<file path="config.mk">
export PLATFORM = sky130hd
export DESIGN_NAME = input_event_packet_ring_unit_flat
export DESIGN_NICKNAME = d
export VERILOG_FILES = /design/src/rtl/ipr_pkg.sv /design/src/rtl/ipr_req_if.sv /design/src/rtl/ipr_rsp_if.sv /design/src/rtl/ipr_cfg_regs.sv /design/src/rtl/ipr_store.sv /design/src/rtl/ipr_ctrl.sv /design/src/rtl/input_event_packet_ring_unit.sv /design/src/flat_wrapper.sv
export SDC_FILE = /design/constraint.sdc
export NUM_CORES = 1
export LEC_CHECK = 0
export BUFFER_PORTS_ARGS = -buffer_cell sky130_fd_sc_hd__buf_2
export CORE_MARGIN = 4
export CORE_UTILIZATION = 50
export DETAILED_ROUTE_END_ITERATION = 16
export PLACE_DENSITY = 0.76
export SYNTH_ARGS = -nofsm -noshare
export SYNTH_HDL_FRONTEND = slang
export SYNTH_SLANG_ARGS = --single-unit
export TNS_END_PERCENT = 1
</file>
<file path="constraint.sdc">
create_clock -name clk -period 8.93 [get_ports clk]
set_input_delay 0.893 -clock clk [delete_from_list [all_inputs] [get_ports clk]]
set_output_delay 0.893 -clock clk [all_outputs]
set_load 0.01 [all_outputs]
</file>
<file path="src/rtl/ipr_pkg.sv">
// ipr_pkg: shared types and constants for the input event packet ring
// no dependencies; used by every module of the block, not by its two interfaces

package ipr_pkg;

	// configuration port geometry
	localparam int CFG_ADDR_W = 4;
	localparam int CFG_DATA_W = 32;
	localparam int REG_IDX_W  = 2;

	// register indexes
	localparam logic [REG_IDX_W-1:0] REG_SYNC_TYPE    = 2'd0;
	localparam logic [REG_IDX_W-1:0] REG_REPORT_CODE  = 2'd1;
	localparam logic [REG_IDX_W-1:0] REG_DROPPED_CODE = 2'd2;

	// reset values of the registers
	localparam logic [15:0] SYNC_TYPE_RST    = 16'd0;
	localparam logic [15:0] REPORT_CODE_RST  = 16'd0;
	localparam logic [15:0] DROPPED_CODE_RST = 16'd3;

	// request operation codes
	localparam logic OP_PUSH = 1'b0;
	localparam logic OP_POP  = 1'b1;

	// one stored event
	typedef struct packed {
		logic [15:0]        ev_type;
		logic [15:0]        ev_code;
		logic signed [31:0] ev_value;
	} entry_t;

	// configuration values seen by the datapath
	typedef struct packed {
		logic [15:0] sync_type;
		logic [15:0] report_code;
		logic [15:0] dropped_code;
	} cfg_t;

	// per request status from the pointer control to the result stage
	typedef struct packed {
		logic   got_event;
		logic   overflowed;
		logic   marker_hit;
		entry_t marker;
	} ctrl_res_t;

endpackage

</file>
<file path="src/rtl/ipr_req_if.sv">
// ipr_req_if: request channel of the event ring (push or pop)
// depends on nothing

interface ipr_req_if;
	logic               valid;
	logic               ready;
	logic               operation;
	logic [15:0]        event_type;
	logic [15:0]        event_code;
	logic signed [31:0] event_value;

	modport source (output valid, operation, event_type, event_code, event_value,
		input ready);
	modport sink (input valid, operation, event_type, event_code, event_value,
		output ready);
endinterface

</file>
<file path="src/rtl/ipr_rsp_if.sv">
// ipr_rsp_if: result channel of the event ring
// depends on nothing

interface ipr_rsp_if;
	logic               valid;
	logic               ready;
	logic               got_event;
	logic [15:0]        out_type;
	logic [15:0]        out_code;
	logic signed [31:0] out_value;
	logic               overflowed;

	modport source (output valid, got_event, out_type, out_code, out_value, overflowed,
		input ready);
	modport sink (input valid, got_event, out_type, out_code, out_value, overflowed,
		output ready);
endinterface

</file>
<file path="src/rtl/ipr_cfg_regs.sv">
// ipr_cfg_regs: APB-style configuration registers of the event ring
// depends on ipr_pkg

module ipr_cfg_regs (
	input  logic                             clk,
	input  logic                             arst_n,
	input  logic                             psel,
	input  logic                             penable,
	input  logic                             pwrite,
	input  logic [ipr_pkg::CFG_ADDR_W-1:0]   paddr,
	input  logic [ipr_pkg::CFG_DATA_W-1:0]   pwdata,
	output logic [ipr_pkg::CFG_DATA_W-1:0]   prdata,
	output logic                             pready,
	output ipr_pkg::cfg_t                    cfg
);

	logic [ipr_pkg::REG_IDX_W-1:0] idx;
	logic                          wr_en;
	ipr_pkg::cfg_t                 cfg_q;

	assign idx    = paddr[ipr_pkg::CFG_ADDR_W-1:2];
	assign wr_en  = psel && penable && pwrite;
	assign pready = 1'b1;
	assign cfg    = cfg_q;

	// register writes
	always_ff @(posedge clk or negedge arst_n) begin
		if (!arst_n) begin
			cfg_q.sync_type    <= ipr_pkg::SYNC_TYPE_RST;
			cfg_q.report_code  <= ipr_pkg::REPORT_CODE_RST;
			cfg_q.dropped_code <= ipr_pkg::DROPPED_CODE_RST;
		end else if (wr_en) begin
			case (idx)
				ipr_pkg::REG_SYNC_TYPE:    cfg_q.sync_type    <= pwdata[15:0];
				ipr_pkg::REG_REPORT_CODE:  cfg_q.report_code  <= pwdata[15:0];
				ipr_pkg::REG_DROPPED_CODE: cfg_q.dropped_code <= pwdata[15:0];
				default: ;
			endcase
		end
	end

	// read back
	always_comb begin
		case (idx)
			ipr_pkg::REG_SYNC_TYPE:    prdata = {16'd0, cfg_q.sync_type};
			ipr_pkg::REG_REPORT_CODE:  prdata = {16'd0, cfg_q.report_code};
			ipr_pkg::REG_DROPPED_CODE: prdata = {16'd0, cfg_q.dropped_code};
			default:                   prdata = '0;
		endcase
	end

endmodule

</file>
<file path="src/rtl/ipr_store.sv">
// ipr_store: event memory with one write port and one registered read port
// depends on ipr_pkg

module ipr_store #(
	parameter int DEPTH = 16,
	parameter int AW    = 4
) (
	input  logic            clk,
	input  logic            we,
	input  logic [AW-1:0]   waddr,
	input  ipr_pkg::entry_t wdata,
	input  logic            re,
	input  logic [AW-1:0]   raddr,
	output ipr_pkg::entry_t rdata
);

	ipr_pkg::entry_t mem [DEPTH];
	ipr_pkg::entry_t rdata_q;

	assign rdata = rdata_q;

	// write port
	always_ff @(posedge clk) begin
		if (we) begin
			mem[waddr] <= wdata;
		end
	end

	// registered read port
	always_ff @(posedge clk) begin
		if (re) begin
			rdata_q <= mem[raddr];
		end
	end

endmodule

</file>
<file path="src/rtl/ipr_ctrl.sv">
// ipr_ctrl: write, read and commit pointers plus the overflow marker slot
// depends on ipr_pkg

module ipr_ctrl #(
	parameter int DEPTH = 16,
	parameter int AW    = 4
) (
	input  logic                  clk,
	input  logic                  arst_n,
	input  logic                  fire,
	input  logic                  operation,
	input  ipr_pkg::entry_t       ev,
	input  ipr_pkg::cfg_t         cfg,
	output logic                  we,
	output logic [AW-1:0]         waddr,
	output ipr_pkg::entry_t       wdata,
	output logic [AW-1:0]         raddr,
	output ipr_pkg::ctrl_res_t    res
);

	localparam logic [AW-1:0] LAST = AW'(DEPTH - 1);

	logic [AW-1:0] wp_q, rp_q, cp_q;
	logic [AW-1:0] wp_d, rp_d, cp_d;
	logic [AW-1:0] wp_inc, wp_dec, rp_inc;
	logic          mk_valid_q, mk_valid_d;
	logic [AW-1:0] mk_idx_q, mk_idx_d;
	ipr_pkg::entry_t mk_q, mk_d;
	logic          is_push, ovf, commit, have;

	// ring neighbors with explicit wrap
	assign wp_inc = (wp_q == LAST) ? '0 : wp_q + AW'(1);
	assign wp_dec = (wp_q == '0) ? LAST : wp_q - AW'(1);
	assign rp_inc = (rp_q == LAST) ? '0 : rp_q + AW'(1);

	assign is_push = (operation == ipr_pkg::OP_PUSH);
	assign ovf     = is_push && (wp_inc == rp_q);
	assign commit  = is_push && (ev.ev_type == cfg.sync_type) &&
		(ev.ev_code == cfg.report_code);
	assign have    = !is_push && (cp_q != rp_q);

	assign we    = fire && is_push;
	assign waddr = wp_q;
	assign wdata = ev;
	assign raddr = rp_q;

	// result status for this request
	always_comb begin
		res.got_event  = have;
		res.overflowed = ovf;
		res.marker_hit = mk_valid_q && (mk_idx_q == rp_q);
		res.marker     = mk_q;
	end

	// next pointer and marker state
	always_comb begin
		wp_d       = wp_q;
		rp_d       = rp_q;
		cp_d       = cp_q;
		mk_valid_d = mk_valid_q;
		mk_idx_d   = mk_idx_q;
		mk_d       = mk_q;
		if (is_push) begin
			wp_d = wp_inc;
			// a push over the marker slot replaces the marker
			if (wp_q == mk_idx_q) begin
				mk_valid_d = 1'b0;
			end
			// drop everything unread, marker goes one slot behind the new event
			if (ovf) begin
				rp_d             = wp_dec;
				cp_d             = wp_dec;
				mk_valid_d       = 1'b1;
				mk_idx_d         = wp_dec;
				mk_d.ev_type     = cfg.sync_type;
				mk_d.ev_code     = cfg.dropped_code;
				mk_d.ev_value    = '0;
			end
			if (commit) begin
				cp_d = wp_inc;
			end
		end else if (have) begin
			rp_d = rp_inc;
		end
	end

	// control state
	always_ff @(posedge clk or negedge arst_n) begin
		if (!arst_n) begin
			wp_q       <= '0;
			rp_q       <= '0;
			cp_q       <= '0;
			mk_valid_q <= 1'b0;
		end else if (fire) begin
			wp_q       <= wp_d;
			rp_q       <= rp_d;
			cp_q       <= cp_d;
			mk_valid_q <= mk_valid_d;
		end
	end

	// marker payload
	always_ff @(posedge clk) begin
		if (fire) begin
			mk_idx_q <= mk_idx_d;
			mk_q     <= mk_d;
		end
	end

endmodule

</file>
<file path="src/rtl/input_event_packet_ring_unit.sv">
// input_event_packet_ring_unit: ring of input events readable per committed packet
// path: a request passes the input register, stage two and the result register
// throughput: one push or pop per cycle unless stalled, one write and one read port
// reset: pointers cleared, registers at defaults, store contents left undefined
// depends on ipr_pkg, ipr_req_if, ipr_rsp_if, ipr_cfg_regs, ipr_ctrl, ipr_store

module input_event_packet_ring_unit #(
	parameter int DEPTH = 16
) (
	input  logic                           clk,
	input  logic                           arst_n,
	ipr_req_if.sink                        req,
	ipr_rsp_if.source                      rsp,
	input  logic                           psel,
	input  logic                           penable,
	input  logic                           pwrite,
	input  logic [ipr_pkg::CFG_ADDR_W-1:0] paddr,
	input  logic [ipr_pkg::CFG_DATA_W-1:0] pwdata,
	output logic [ipr_pkg::CFG_DATA_W-1:0] prdata,
	output logic                           pready
);

	localparam int AW = $clog2(DEPTH);

	ipr_pkg::cfg_t      cfg;
	logic               en_s1, en_s2, en_out, fire;
	logic               valid_s1, valid_s2, out_valid_q;
	logic               op_s1;
	ipr_pkg::entry_t    ev_s1, rdata, sel;
	ipr_pkg::ctrl_res_t res, res_s2;
	logic               we;
	logic [AW-1:0]      waddr, raddr;
	ipr_pkg::entry_t    wdata;
	logic               have_q, ovf_q;
	ipr_pkg::entry_t    out_q;

	// configuration registers
	ipr_cfg_regs u_cfg (
		.clk     (clk),
		.arst_n  (arst_n),
		.psel    (psel),
		.penable (penable),
		.pwrite  (pwrite),
		.paddr   (paddr),
		.pwdata  (pwdata),
		.prdata  (prdata),
		.pready  (pready),
		.cfg     (cfg)
	);

	// stage enables, bubbles collapse
	assign en_out    = !out_valid_q || rsp.ready;
	assign en_s2     = !valid_s2 || en_out;
	assign en_s1     = !valid_s1 || en_s2;
	assign req.ready = en_s1;
	assign fire      = valid_s1 && en_s2;

	// input register
	always_ff @(posedge clk or negedge arst_n) begin
		if (!arst_n) begin
			valid_s1 <= 1'b0;
		end else if (en_s1) begin
			valid_s1 <= req.valid;
		end
	end

	always_ff @(posedge clk) begin
		if (en_s1 && req.valid) begin
			op_s1          <= req.operation;
			ev_s1.ev_type  <= req.event_type;
			ev_s1.ev_code  <= req.event_code;
			ev_s1.ev_value <= req.event_value;
		end
	end

	// pointer control
	ipr_ctrl #(
		.DEPTH (DEPTH),
		.AW    (AW)
	) u_ctrl (
		.clk       (clk),
		.arst_n    (arst_n),
		.fire      (fire),
		.operation (op_s1),
		.ev        (ev_s1),
		.cfg       (cfg),
		.we        (we),
		.waddr     (waddr),
		.wdata     (wdata),
		.raddr     (raddr),
		.res       (res)
	);

	// event store, read data lines up with stage two
	ipr_store #(
		.DEPTH (DEPTH),
		.AW    (AW)
	) u_store (
		.clk   (clk),
		.we    (we),
		.waddr (waddr),
		.wdata (wdata),
		.re    (en_s2),
		.raddr (raddr),
		.rdata (rdata)
	);

	// stage two status
	always_ff @(posedge clk or negedge arst_n) begin
		if (!arst_n) begin
			valid_s2 <= 1'b0;
		end else if (en_s2) begin
			valid_s2 <= valid_s1;
		end
	end

	always_ff @(posedge clk) begin
		if (en_s2) begin
			res_s2 <= res;
		end
	end

	// pick marker or stored event, zero when nothing is returned
	always_comb begin
		if (!res_s2.got_event) begin
			sel = '0;
		end else if (res_s2.marker_hit) begin
			sel = res_s2.marker;
		end else begin
			sel = rdata;
		end
	end

	// result register
	always_ff @(posedge clk or negedge arst_n) begin
		if (!arst_n) begin
			out_valid_q <= 1'b0;
		end else if (en_out) begin
			out_valid_q <= valid_s2;
		end
	end

	always_ff @(posedge clk) begin
		if (en_out && valid_s2) begin
			have_q <= res_s2.got_event;
			ovf_q  <= res_s2.overflowed;
			out_q  <= sel;
		end
	end

	assign rsp.valid      = out_valid_q;
	assign rsp.got_event  = have_q;
	assign rsp.out_type   = out_q.ev_type;
	assign rsp.out_code   = out_q.ev_code;
	assign rsp.out_value  = out_q.ev_value;
	assign rsp.overflowed = ovf_q;

	// an empty result is all zero
	a_empty_zero: assert property (@(posedge clk) disable iff (!arst_n)
		rsp.valid && !rsp.got_event |->
		(rsp.out_type == 16'd0) && (rsp.out_code == 16'd0) && (rsp.out_value == 32'sd0))
		else $error("empty result carries data");

	// a pop never reports an overflow
	a_pop_no_ovf: assert property (@(posedge clk) disable iff (!arst_n)
		rsp.valid && rsp.got_event |-> !rsp.overflowed)
		else $error("popped event flagged as overflow");

	// stage two drains into an empty result register
	a_s2_drain: assert property (@(posedge clk) disable iff (!arst_n)
		valid_s2 && !out_valid_q |=> out_valid_q)
		else $error("stage two stuck with empty result register");

	// an accepted request lands in the input register
	a_accept_s1: assert property (@(posedge clk) disable iff (!arst_n)
		req.valid && req.ready |=> valid_s1)
		else $error("accepted request lost");

endmodule

</file>
<file path="src/flat_wrapper.sv">
// flat-port wrapper written by rule: the top's interface ports become plain ports
module input_event_packet_ring_unit_flat 
#(
	parameter int DEPTH = 16
)
  (clk, arst_n, psel, penable, pwrite, paddr, pwdata, prdata, pready, req_valid, req_operation, req_event_type, req_event_code, req_event_value, req_ready, rsp_valid, rsp_got_event, rsp_out_type, rsp_out_code, rsp_out_value, rsp_overflowed, rsp_ready);
  ipr_req_if req_i ();
  ipr_rsp_if rsp_i ();
  input  logic clk;
  input  logic arst_n;
  input  logic psel;
  input  logic penable;
  input  logic pwrite;
  input  logic [ipr_pkg::CFG_ADDR_W-1:0] paddr;
  input  logic [ipr_pkg::CFG_DATA_W-1:0] pwdata;
  output logic [ipr_pkg::CFG_DATA_W-1:0] prdata;
  output logic pready;
  input wire logic [$bits(req_i.valid)-1:0] req_valid;
  input wire logic [$bits(req_i.operation)-1:0] req_operation;
  input wire logic [$bits(req_i.event_type)-1:0] req_event_type;
  input wire logic [$bits(req_i.event_code)-1:0] req_event_code;
  input wire logic [$bits(req_i.event_value)-1:0] req_event_value;
  output wire logic [$bits(req_i.ready)-1:0] req_ready;
  output wire logic [$bits(rsp_i.valid)-1:0] rsp_valid;
  output wire logic [$bits(rsp_i.got_event)-1:0] rsp_got_event;
  output wire logic [$bits(rsp_i.out_type)-1:0] rsp_out_type;
  output wire logic [$bits(rsp_i.out_code)-1:0] rsp_out_code;
  output wire logic [$bits(rsp_i.out_value)-1:0] rsp_out_value;
  output wire logic [$bits(rsp_i.overflowed)-1:0] rsp_overflowed;
  input wire logic [$bits(rsp_i.ready)-1:0] rsp_ready;
  assign req_i.valid = req_valid;
  assign req_i.operation = req_operation;
  assign req_i.event_type = req_event_type;
  assign req_i.event_code = req_event_code;
  assign req_i.event_value = req_event_value;
  assign req_ready = req_i.ready;
  assign rsp_valid = rsp_i.valid;
  assign rsp_got_event = rsp_i.got_event;
  assign rsp_out_type = rsp_i.out_type;
  assign rsp_out_code = rsp_i.out_code;
  assign rsp_out_value = rsp_i.out_value;
  assign rsp_overflowed = rsp_i.overflowed;
  assign rsp_i.ready = rsp_ready;
  input_event_packet_ring_unit #(.DEPTH(DEPTH)) u_core (.clk(clk), .arst_n(arst_n), .req(req_i), .rsp(rsp_i), .psel(psel), .penable(penable), .pwrite(pwrite), .paddr(paddr), .pwdata(pwdata), .prdata(prdata), .pready(pready));
endmodule
</file>
==> results of run 1 <==
[area by class of cell]
class	instances	area [um2]	area share, %
clock buffer	161	3570	6.18
clock inverter	69	737	1.28
antenna	3	7.51	0.0130
inverter	6	22.5	0.0390
sequential	1354	40400	69.8
timing repair buffer	221	1240	2.14
multi-input combinational	706	10100	17.6
tap	1357	1700	2.94
[flip-flops by register name (all words and copies together), names as in the netlist, 32 cells and up]
name and cells:
u_core.rsp.out_value 32, u_core.u_store.mem 1024, u_core.u_cfg.cfg 48, u_core.u_store.rdata 64, u_core.res_s2 35, u_core.ev_s1 64
u_core.u_ctrl.res 32
[cells by family (layout without fill, tap and decap cells)]
| group | Yosys count | after routing |
|---|---|---|
| compound gates | 43 | 43 |
| xor+xnor | 51 | 51 |
| flops | 1354 | 1354 |
| simple gates | 173 | 173 |
| mux | 417 | 417 |
| buf+inv | 123 | 457 |
| fa+ha+maj | 5 | 5 |
| other cells | 2 | 20 |
[worst paths after layout]
path                                                        to
min                                 u_core.ev_s1[43]$_DFFE_PP_
max                        u_core.u_store.mem[14][1]$_DFFE_PP_
min in group asynchronous         u_core.rsp.valid$_DFFE_PN0P_
min reg2reg                        u_core.res_s2[37]$_DFFE_PP_
max reg2reg                u_core.u_store.mem[14][1]$_DFFE_PP_
max in group asynchronous   u_core.u_ctrl.raddr[1]$_DFFE_PN0P_
[layer usage]
metal / wire [um] / part of all wire, % / global-route usage [%] / vias up
li1: - / - / - / 9501
met1: 43000 / 36 / 29.2 / 12500
met2: 61100 / 51 / 37.5 / 1321
met3: 11300 / 9.5 / 5.65 / 231
met4: 3720 / 3.1 / 7.40 / 4
met5: 32 / 0.027 / 0 / -
[cell usage after synthesis (5+ instances only)]
cell type	number
sky130_fd_sc_hd__clkbuf_1	42
sky130_fd_sc_hd__xnor2_1	7
sky130_fd_sc_hd__a21oi_1	5
sky130_fd_sc_hd__buf_4	22
sky130_fd_sc_hd__mux2i_1	49
sky130_fd_sc_hd__nor4_1	9
sky130_fd_sc_hd__nor2b_1	35
sky130_fd_sc_hd__buf_1	25
sky130_fd_sc_hd__nand3_1	6
sky130_fd_sc_hd__buf_2	26
sky130_fd_sc_hd__ha_1	5
sky130_fd_sc_hd__nor3_1	6
sky130_fd_sc_hd__nor2_1	22
sky130_fd_sc_hd__mux4_2	320
sky130_fd_sc_hd__nand2b_1	6
sky130_fd_sc_hd__o21ai_0	28
sky130_fd_sc_hd__inv_1	6
sky130_fd_sc_hd__dfrtp_1	62
sky130_fd_sc_hd__mux2_2	48
sky130_fd_sc_hd__xor2_1	44
sky130_fd_sc_hd__nand2_1	36
sky130_fd_sc_hd__and2_1	36
sky130_fd_sc_hd__edfxtp_1	1290
[power groups by stage]
stage,Sequential [mW],Clock [mW],Combinational [mW]
after CTS,8.20,5.62,3.37
after global placement,8.27,0,3.24
after detailed placement,8.32,0,3.32
after floorplan,8.01,0,2.62
after global routing,8.25,5.92,3.54
final,8.19,5.54,3.32
[metrics by stage]
stage	util, %	power [mW]	cell area [um2]	setup slack (ns)	hold slack, ns
floorplan	-	10.6	50900	-0.525	0.400
global placement	53.2	11.5	53500	3.77	0.402
detailed placement	53.2	11.6	53500	3.69	0.405
CTS	57.4	17.2	57800	4.30	0.291
global route	57.4	17.7	57800	3.95	0.300
finish	57.4	17.1	57800	4.21	0.335
[worst max-delay path, delay by kind of cell, from the launching register on]
family / cells / cell delay [ns]
buffers and inverters: 2 / 1.51
flip-flops: 1 / 0.40
AND/OR/NAND/NOR: 5 / 2.29
==> results.yml, run 1 <==
route:
  detailed_route_vias_per_instance: 6.08
  post-route-drc-count: 0
  vias: 23600
  wirelength_mm: 119
  wire_per_inst_um: 30.8
  detail_route.first_pass.iterations: 8
  ant_nets: 0
  drt_iter0_markers: 3136
cts:
  setup_buffers_after_cts: 0
  clkLatencyLatePin_ns: 0.73
  post_cts_repair_resize_count: 0
  clockRootBuffer: "sky130_fd_sc_hd__clkbuf_16"
  cts_num_sinks: 1354
  ctsLongestPathBuffers: 3
  cts_htree_levels: 4
  cts.reportedPaths.clkPinSlew_ns: 0.06
  cts_tree: "done"
  count_of_hold_buffers_inserted_by_post_cts_repair: 0
  cts-buffers-inserted: 133
placed_design:
  dpl.cell_count: 3644
  port_buffers: 173
  finalWeightedCongestion: 0.810
  place.detailed.hpwl_mm: 61.2
flow_run:
  timing.max_cap.violations: 0
sta:
  worst_slew_margin_rel_pct: 25.1
  min_period_ns: 4.72
  hold_viol: 0
  fin_tns_setup_ns: 0
  achievable-frequency_mhz: 212
  max_slew.worst_pin.slew_ns: 1.12
  setup_viol_count_final: 0
  rsz0062_at_grt: "false"
  clock-skew-final_ns: 0.0241
  slew_viol_final: 0
  finalCritPeriodShare_pct: 52.8
power:
  swShare_pct: 26.1
  switching_power_mw: 4.45
  max-vdd-ir-drop_mv: 0.263
  seq_power_share_pct: 48.0
  p_per_area_nw_per_um2: 295
  power_leakage_nw: 18.8
  combPwrFrac_pct: 19.5
  internal_power_mw: 12.6
  power.clock.fraction_pct: 32.5
setup_path:
  ff2ff_setup_slack_ns: 4.21
  worst-setup-path-type: "flip-flop to flip-flop"
  worstPathCellList: "nand3b_1 -> buf_4 -> nand2_1 -> nor2_1 -> nand2_1 -> nor2_4 -> buf_4"
  worstPathRequired_ns: 9.26
  critPathMaxStageDelay_ns: 0.89
  cp_arrival_ns: 5.05
  worstSetupEndpointType: "flip-flop"
  crit_path_max_fanout: 45
  cp_slowest_cell: "sky130_fd_sc_hd__buf_4"
  r2r_start: "u_core.rsp.valid$_DFFE_PN0P_"
  reg2regPathDepth: 7
  setup.worst_path.start_class: "flip-flop"
  worstSetupStartpoint: "u_core.rsp.valid$_DFFE_PN0P_"
synthesis:
  ys.flop_type: "sky130_fd_sc_hd__edfxtp_1"
  netlist_area_before_placement_um2: 50900
  yosys-mux-area-fraction_pct: 16.2
  synth_warnings: 0
  netlist-cell-type-count: 45
  synth_simple_gate_area_share_pct: 1.87
  synth_top_cell_area_share_pct: 76.1
  netlist_top_cells_area: "sky130_fd_sc_hd__edfxtp_1, sky130_fd_sc_hd__mux4_2, sky130_fd_sc_hd__dfrtp_1"
  synth.largest_area_cell: "sky130_fd_sc_hd__edfxtp_1"
  async_sr_flop_fraction_pct: 4.73
  synth-adder-area-share_pct: 0.123
  post_synth_xor_area_fraction_pct: 0.878
  synth-compound-area-share_pct: 0.499
  synthesis.area_per_instance_um2: 23.5
  synth.ff_latch_count: 1354
  largest_family_of_logic_cells_by_synthesized_area: "multiplexers"
  post_synth_inst_count: 2168
  synth-edff-count: 1290
  register_area_share_after_synthesis_pct: 79.3
worst_hold_path:
  hold-path-cell-count: 1
  hold_path.startpoint: "req_event_code[11]"
  hp-class: "input pin to flip-flop"
layout:
  number_of_nets_in_the_layout: 2535
  finalNonFillerCells: 3877
  commonest_cells_after_routing_fill_and_taps_aside: "sky130_fd_sc_hd__edfxtp_1, sky130_fd_sc_hd__mux4_2, sky130_fd_sc_hd__buf_2, sky130_fd_sc_hd__clkbuf_16, sky130_fd_sc_hd__dfrtp_1"
  layout.filler_cells: 6968
  fraction_of_final_layout_cells_sized_beyond_drive_strength_1_pct: 32.2
  area_delta_synth_final_pct: 13.5
  layout.cells.most_common: "sky130_fd_sc_hd__edfxtp_1"
floorplan:
  chipHeight_um: 327
  die-width_um: 327
  initial_utilization_pct: 50.6
  design.core.area_um2: 101000
  number_of_top_level_pins: 209
  dieArea_um2: 107000
  floorplan.rows: 116
outcome:
  status: "complete, no violations"
global_routing:
  track_usage_pct: 22.5
  initial_antenna_violation_count: 8
  gr-total-overflow: 0
  global_route_wire_length_before_repair_mm: 172
  vias_in_the_first_global_route: 24800
  grt_start_max_net_pins: 150
Power figures use the tool's default switching activity.
==> inputs of run 2 (changes only) <==
- ABC_AREA: default -> 1
- clock period: 8.93 -> 4.3 ns (I/O delays scaled with it)
==> run 2 against run 1 <==
Effect of this change:
- die area increased by 2.6%
- sequential cell count stayed put
- sequential power up 110%
- clock power grew 100%
- maximum frequency up 52%
- total power is 120% higher
- critical path depth down 1
- worst hold slack got worse by 0.12 ns
- synthesized cell count up 75%
- global-route usage up 0.43 points
- critical endpoint is now u_core.u_store.rdata[63]$_DFFE_PP_
- highest routed layer is now met4
==> results.yml, run 2 <==
setup_path:
  crit_path_max_fanout: 218
  worstPathBufferInverterCount: 2
  reg2regPathDepth: 6
  largest_delay_contributor_family_on_the_critical_path: "buffers and inverters"
  setup.worst_path.start_class: "flip-flop"
  worst-setup-path-type: "flip-flop to flip-flop"
  cp_slowest_cell: "sky130_fd_sc_hd__buf_4"
  worstPathCellList: "buf_12 -> buf_4 -> o21ai_0 -> o221ai_1 -> nand3_1 -> nand2_1"
  critPathMaxStageDelay_ns: 0.71
  cp_arrival_ns: 3.65
  cp.depth: 6
  worstPathRequired_ns: 4.85
  worstSetupEndpointType: "flip-flop"
sta:
  worst_slew_margin_rel_pct: 25.6
  finalCritPeriodShare_pct: 72.1
  setup_ws_ns: 1.20
  hold_viol: 0
  clock-skew-final_ns: 0.0370
  slew_viol_final: 0
  hold-worst-slack_ns: 0.213
  rsz0062_at_grt: "false"
  max_slew.worst_pin.slew_ns: 1.12
  min_period_ns: 3.10
  fin_tns_setup_ns: 0
  achievable-frequency_mhz: 322
  setup_viol_count_final: 0
synthesis:
  netlist_top_cells_count: "sky130_fd_sc_hd__edfxtp_1, sky130_fd_sc_hd__nor2_1, sky130_fd_sc_hd__o21ai_0, sky130_fd_sc_hd__nand2_1, sky130_fd_sc_hd__o221ai_1"
  synth.largest_area_cell: "sky130_fd_sc_hd__edfxtp_1"
  synth-edff-count: 1290
  netlist-cell-type-count: 39
  synth.ff_latch_count: 1354
  register_area_share_after_synthesis_pct: 77.2
  post_synth_inst_count: 3785
  synthesis.area_per_instance_um2: 13.8
  synth_warnings: 0
  async_sr_flop_fraction_pct: 4.73
  synth_top_cell_area_share_pct: 74.2
  netlist_area_before_placement_um2: 52200
  netlist_top_cells_area: "sky130_fd_sc_hd__edfxtp_1, sky130_fd_sc_hd__o21ai_0, sky130_fd_sc_hd__nor2_1"
  synthMostInstantiatedCell: "sky130_fd_sc_hd__edfxtp_1"
  ys.flop_type: "sky130_fd_sc_hd__edfxtp_1"
power:
  power_leakage_nw: 20.4
  p_per_area_nw_per_um2: 627
  post-layout-total-power_mw: 37.4
  max-vdd-ir-drop_mv: 0.893
layout:
  layout.filler_cells: 7719
  num_antenna_cells: 0
  commonest_cells_after_routing_fill_and_taps_aside: "sky130_fd_sc_hd__edfxtp_1, sky130_fd_sc_hd__nor2_1, sky130_fd_sc_hd__o21ai_0, sky130_fd_sc_hd__nand2_1, sky130_fd_sc_hd__o221ai_1"
  max_flop_register: "u_core.u_store.mem"
  fraction_of_final_layout_cells_sized_beyond_drive_strength_1_pct: 11.4
  number_of_nets_in_the_layout: 4111
  layout.cells.most_common: "sky130_fd_sc_hd__edfxtp_1"
  largest_register_ffs: 1024
  finalInstanceArea_um2: 59700
  area_delta_synth_final_pct: 14.3
placed_design:
  place.detailed.hpwl_mm: 65.5
  placement.setup.worst_slack_ns: 1.38
  dpl-instance-area_um2: 54600
  finalWeightedCongestion: 0.855
  port_buffers: 173
route:
  drt_iter0_markers: 4207
  wire_per_inst_um: 23.3
  post-route-drc-count: 0
  wirelength_mm: 128
  ant_nets: 0
  detail_route.first_pass.iterations: 10
  vias: 32500
  detailed_route_vias_per_instance: 5.94
global_routing:
  gr-total-overflow: 0
  track_usage_pct: 22.9
  grt_start_max_net_pins: 230
  global_route_wire_length_before_repair_mm: 189
  initial_antenna_violation_count: 1
  vias_in_the_first_global_route: 32000
cts:
  cts_num_sinks: 1354
  clockRootBuffer: "sky130_fd_sc_hd__clkbuf_16"
  post_cts_repair_resize_count: 0
  cts_htree_levels: 4
  ctsLongestPathBuffers: 3
  cts.reportedPaths.clkPinSlew_ns: 0.06
  cts-buffers-inserted: 134
  cts_tree: "done"
  clkLatencyLatePin_ns: 0.74
floorplan:
  chipHeight_um: 331
  initial_utilization_pct: 50.4
  dieArea_um2: 110000
  number_of_top_level_pins: 209
  floorplan.rows: 118
  design.core.area_um2: 104000
  die-width_um: 331
outcome:
  status: "complete, no violations"
worst_hold_path:
  hp-class: "input pin to async pin"
flow_run:
  timing.max_cap.violations: 0
## run 2: cell types whose count changed in the layout (fill, tap and decap cells not counted), moves of 38 or more
cell and change:
sky130_fd_sc_hd__nor2_1 +630, sky130_fd_sc_hd__o21ai_0 +472, sky130_fd_sc_hd__mux4_2 -320, sky130_fd_sc_hd__nand2_1 +260, sky130_fd_sc_hd__o221ai_1 +206, sky130_fd_sc_hd__inv_1 +118, sky130_fd_sc_hd__o21ai_1 +107, sky130_fd_sc_hd__nand3_1 +103
sky130_fd_sc_hd__dlygate4sd3_1 +84, sky130_fd_sc_hd__o211ai_1 +64, sky130_fd_sc_hd__o22ai_1 +53, sky130_fd_sc_hd__mux2i_1 -49, sky130_fd_sc_hd__mux2_2 -48, sky130_fd_sc_hd__xor2_1 -38
## run 2: metrics by stage
stage | cells | utilization (%)
after global placement | 5158 | 52.7
after global routing | 5475 | 57.6
after detailed placement | 5158 | 52.7
final | 5475 | 57.6
after floorplan | 3800 | -
after CTS | 5475 | 57.6
## run 2: final timing paths
path / startpoint / slack (ns) / endpoint
setup / recovery: u_core.u_ctrl.raddr[0]$_DFFE_PN0P_ / 1.20 / u_core.u_store.rdata[63]$_DFFE_PP_
hold / removal: arst_n / 0.21 / u_core.u_cfg.cfg[7]$_DFFE_PN0P_
setup reg to reg: u_core.u_ctrl.raddr[0]$_DFFE_PN0P_ / 1.20 / u_core.u_store.rdata[63]$_DFFE_PP_
hold reg to reg: u_core.u_ctrl.res[48]$_DFFE_PP_ / 0.42 / u_core.res_s2[48]$_DFFE_PP_
max in group asynchronous: arst_n / 3.00 / u_core.u_ctrl.raddr[0]$_DFFE_PN0P_
min in group clk: req_event_value[7] / 0.40 / u_core.ev_s1[7]$_DFFE_PP_
## run 2: cell type report
class	count	area (um2)	share of cell area, %
clock buffer	163	3540	5.93
clock inverter	70	658	1.10
inverter	135	529	0.887
multi-input combinational	2050	10300	17.3
sequential	1354	40400	67.6
tap	1380	1730	2.89
timing repair buffer	323	2510	4.21
## run 2: cells by family (layout without fill, tap and decap cells)
logic type                 Yosys count  count (layout)  share of synthesized area, %
DFF                               1354            1354                          77.2
xor gates and xnor gates            17              17                         0.285
AOI/OAI and AO/OA                  937             937                          10.9
and+or+nand+nor                   1074            1074                          8.09
buffers and inverters              396             691                          3.33
adders and majority gates            5               5                         0.120
other                                2              17                        0.0144
## run 2: repair_timing
action,CTS,global route
endpoints found under the hold margin,128,0
hold buffers,84,0
setup buffers,0,0
## run 2: where the power goes
group / switching, mW / internal [mW]
Combinational: 6.49 / 2.58
Sequential: 0.841 / 16.2
Clock: 4.83 / 6.42
Total: 12.2 / 25.2
## run 2: metal layers
metal  wire length [um]  up-vias  part of all wire, %  GRT usage (%)
li1                   -    14500                    -              -
met1              47700    16000                   37           29.9
met2              62800     1759                   49           37.6
met3              11200      333                  8.8           3.84
met4               5780        0                  4.5           11.2
met5                  0        -                    0              0
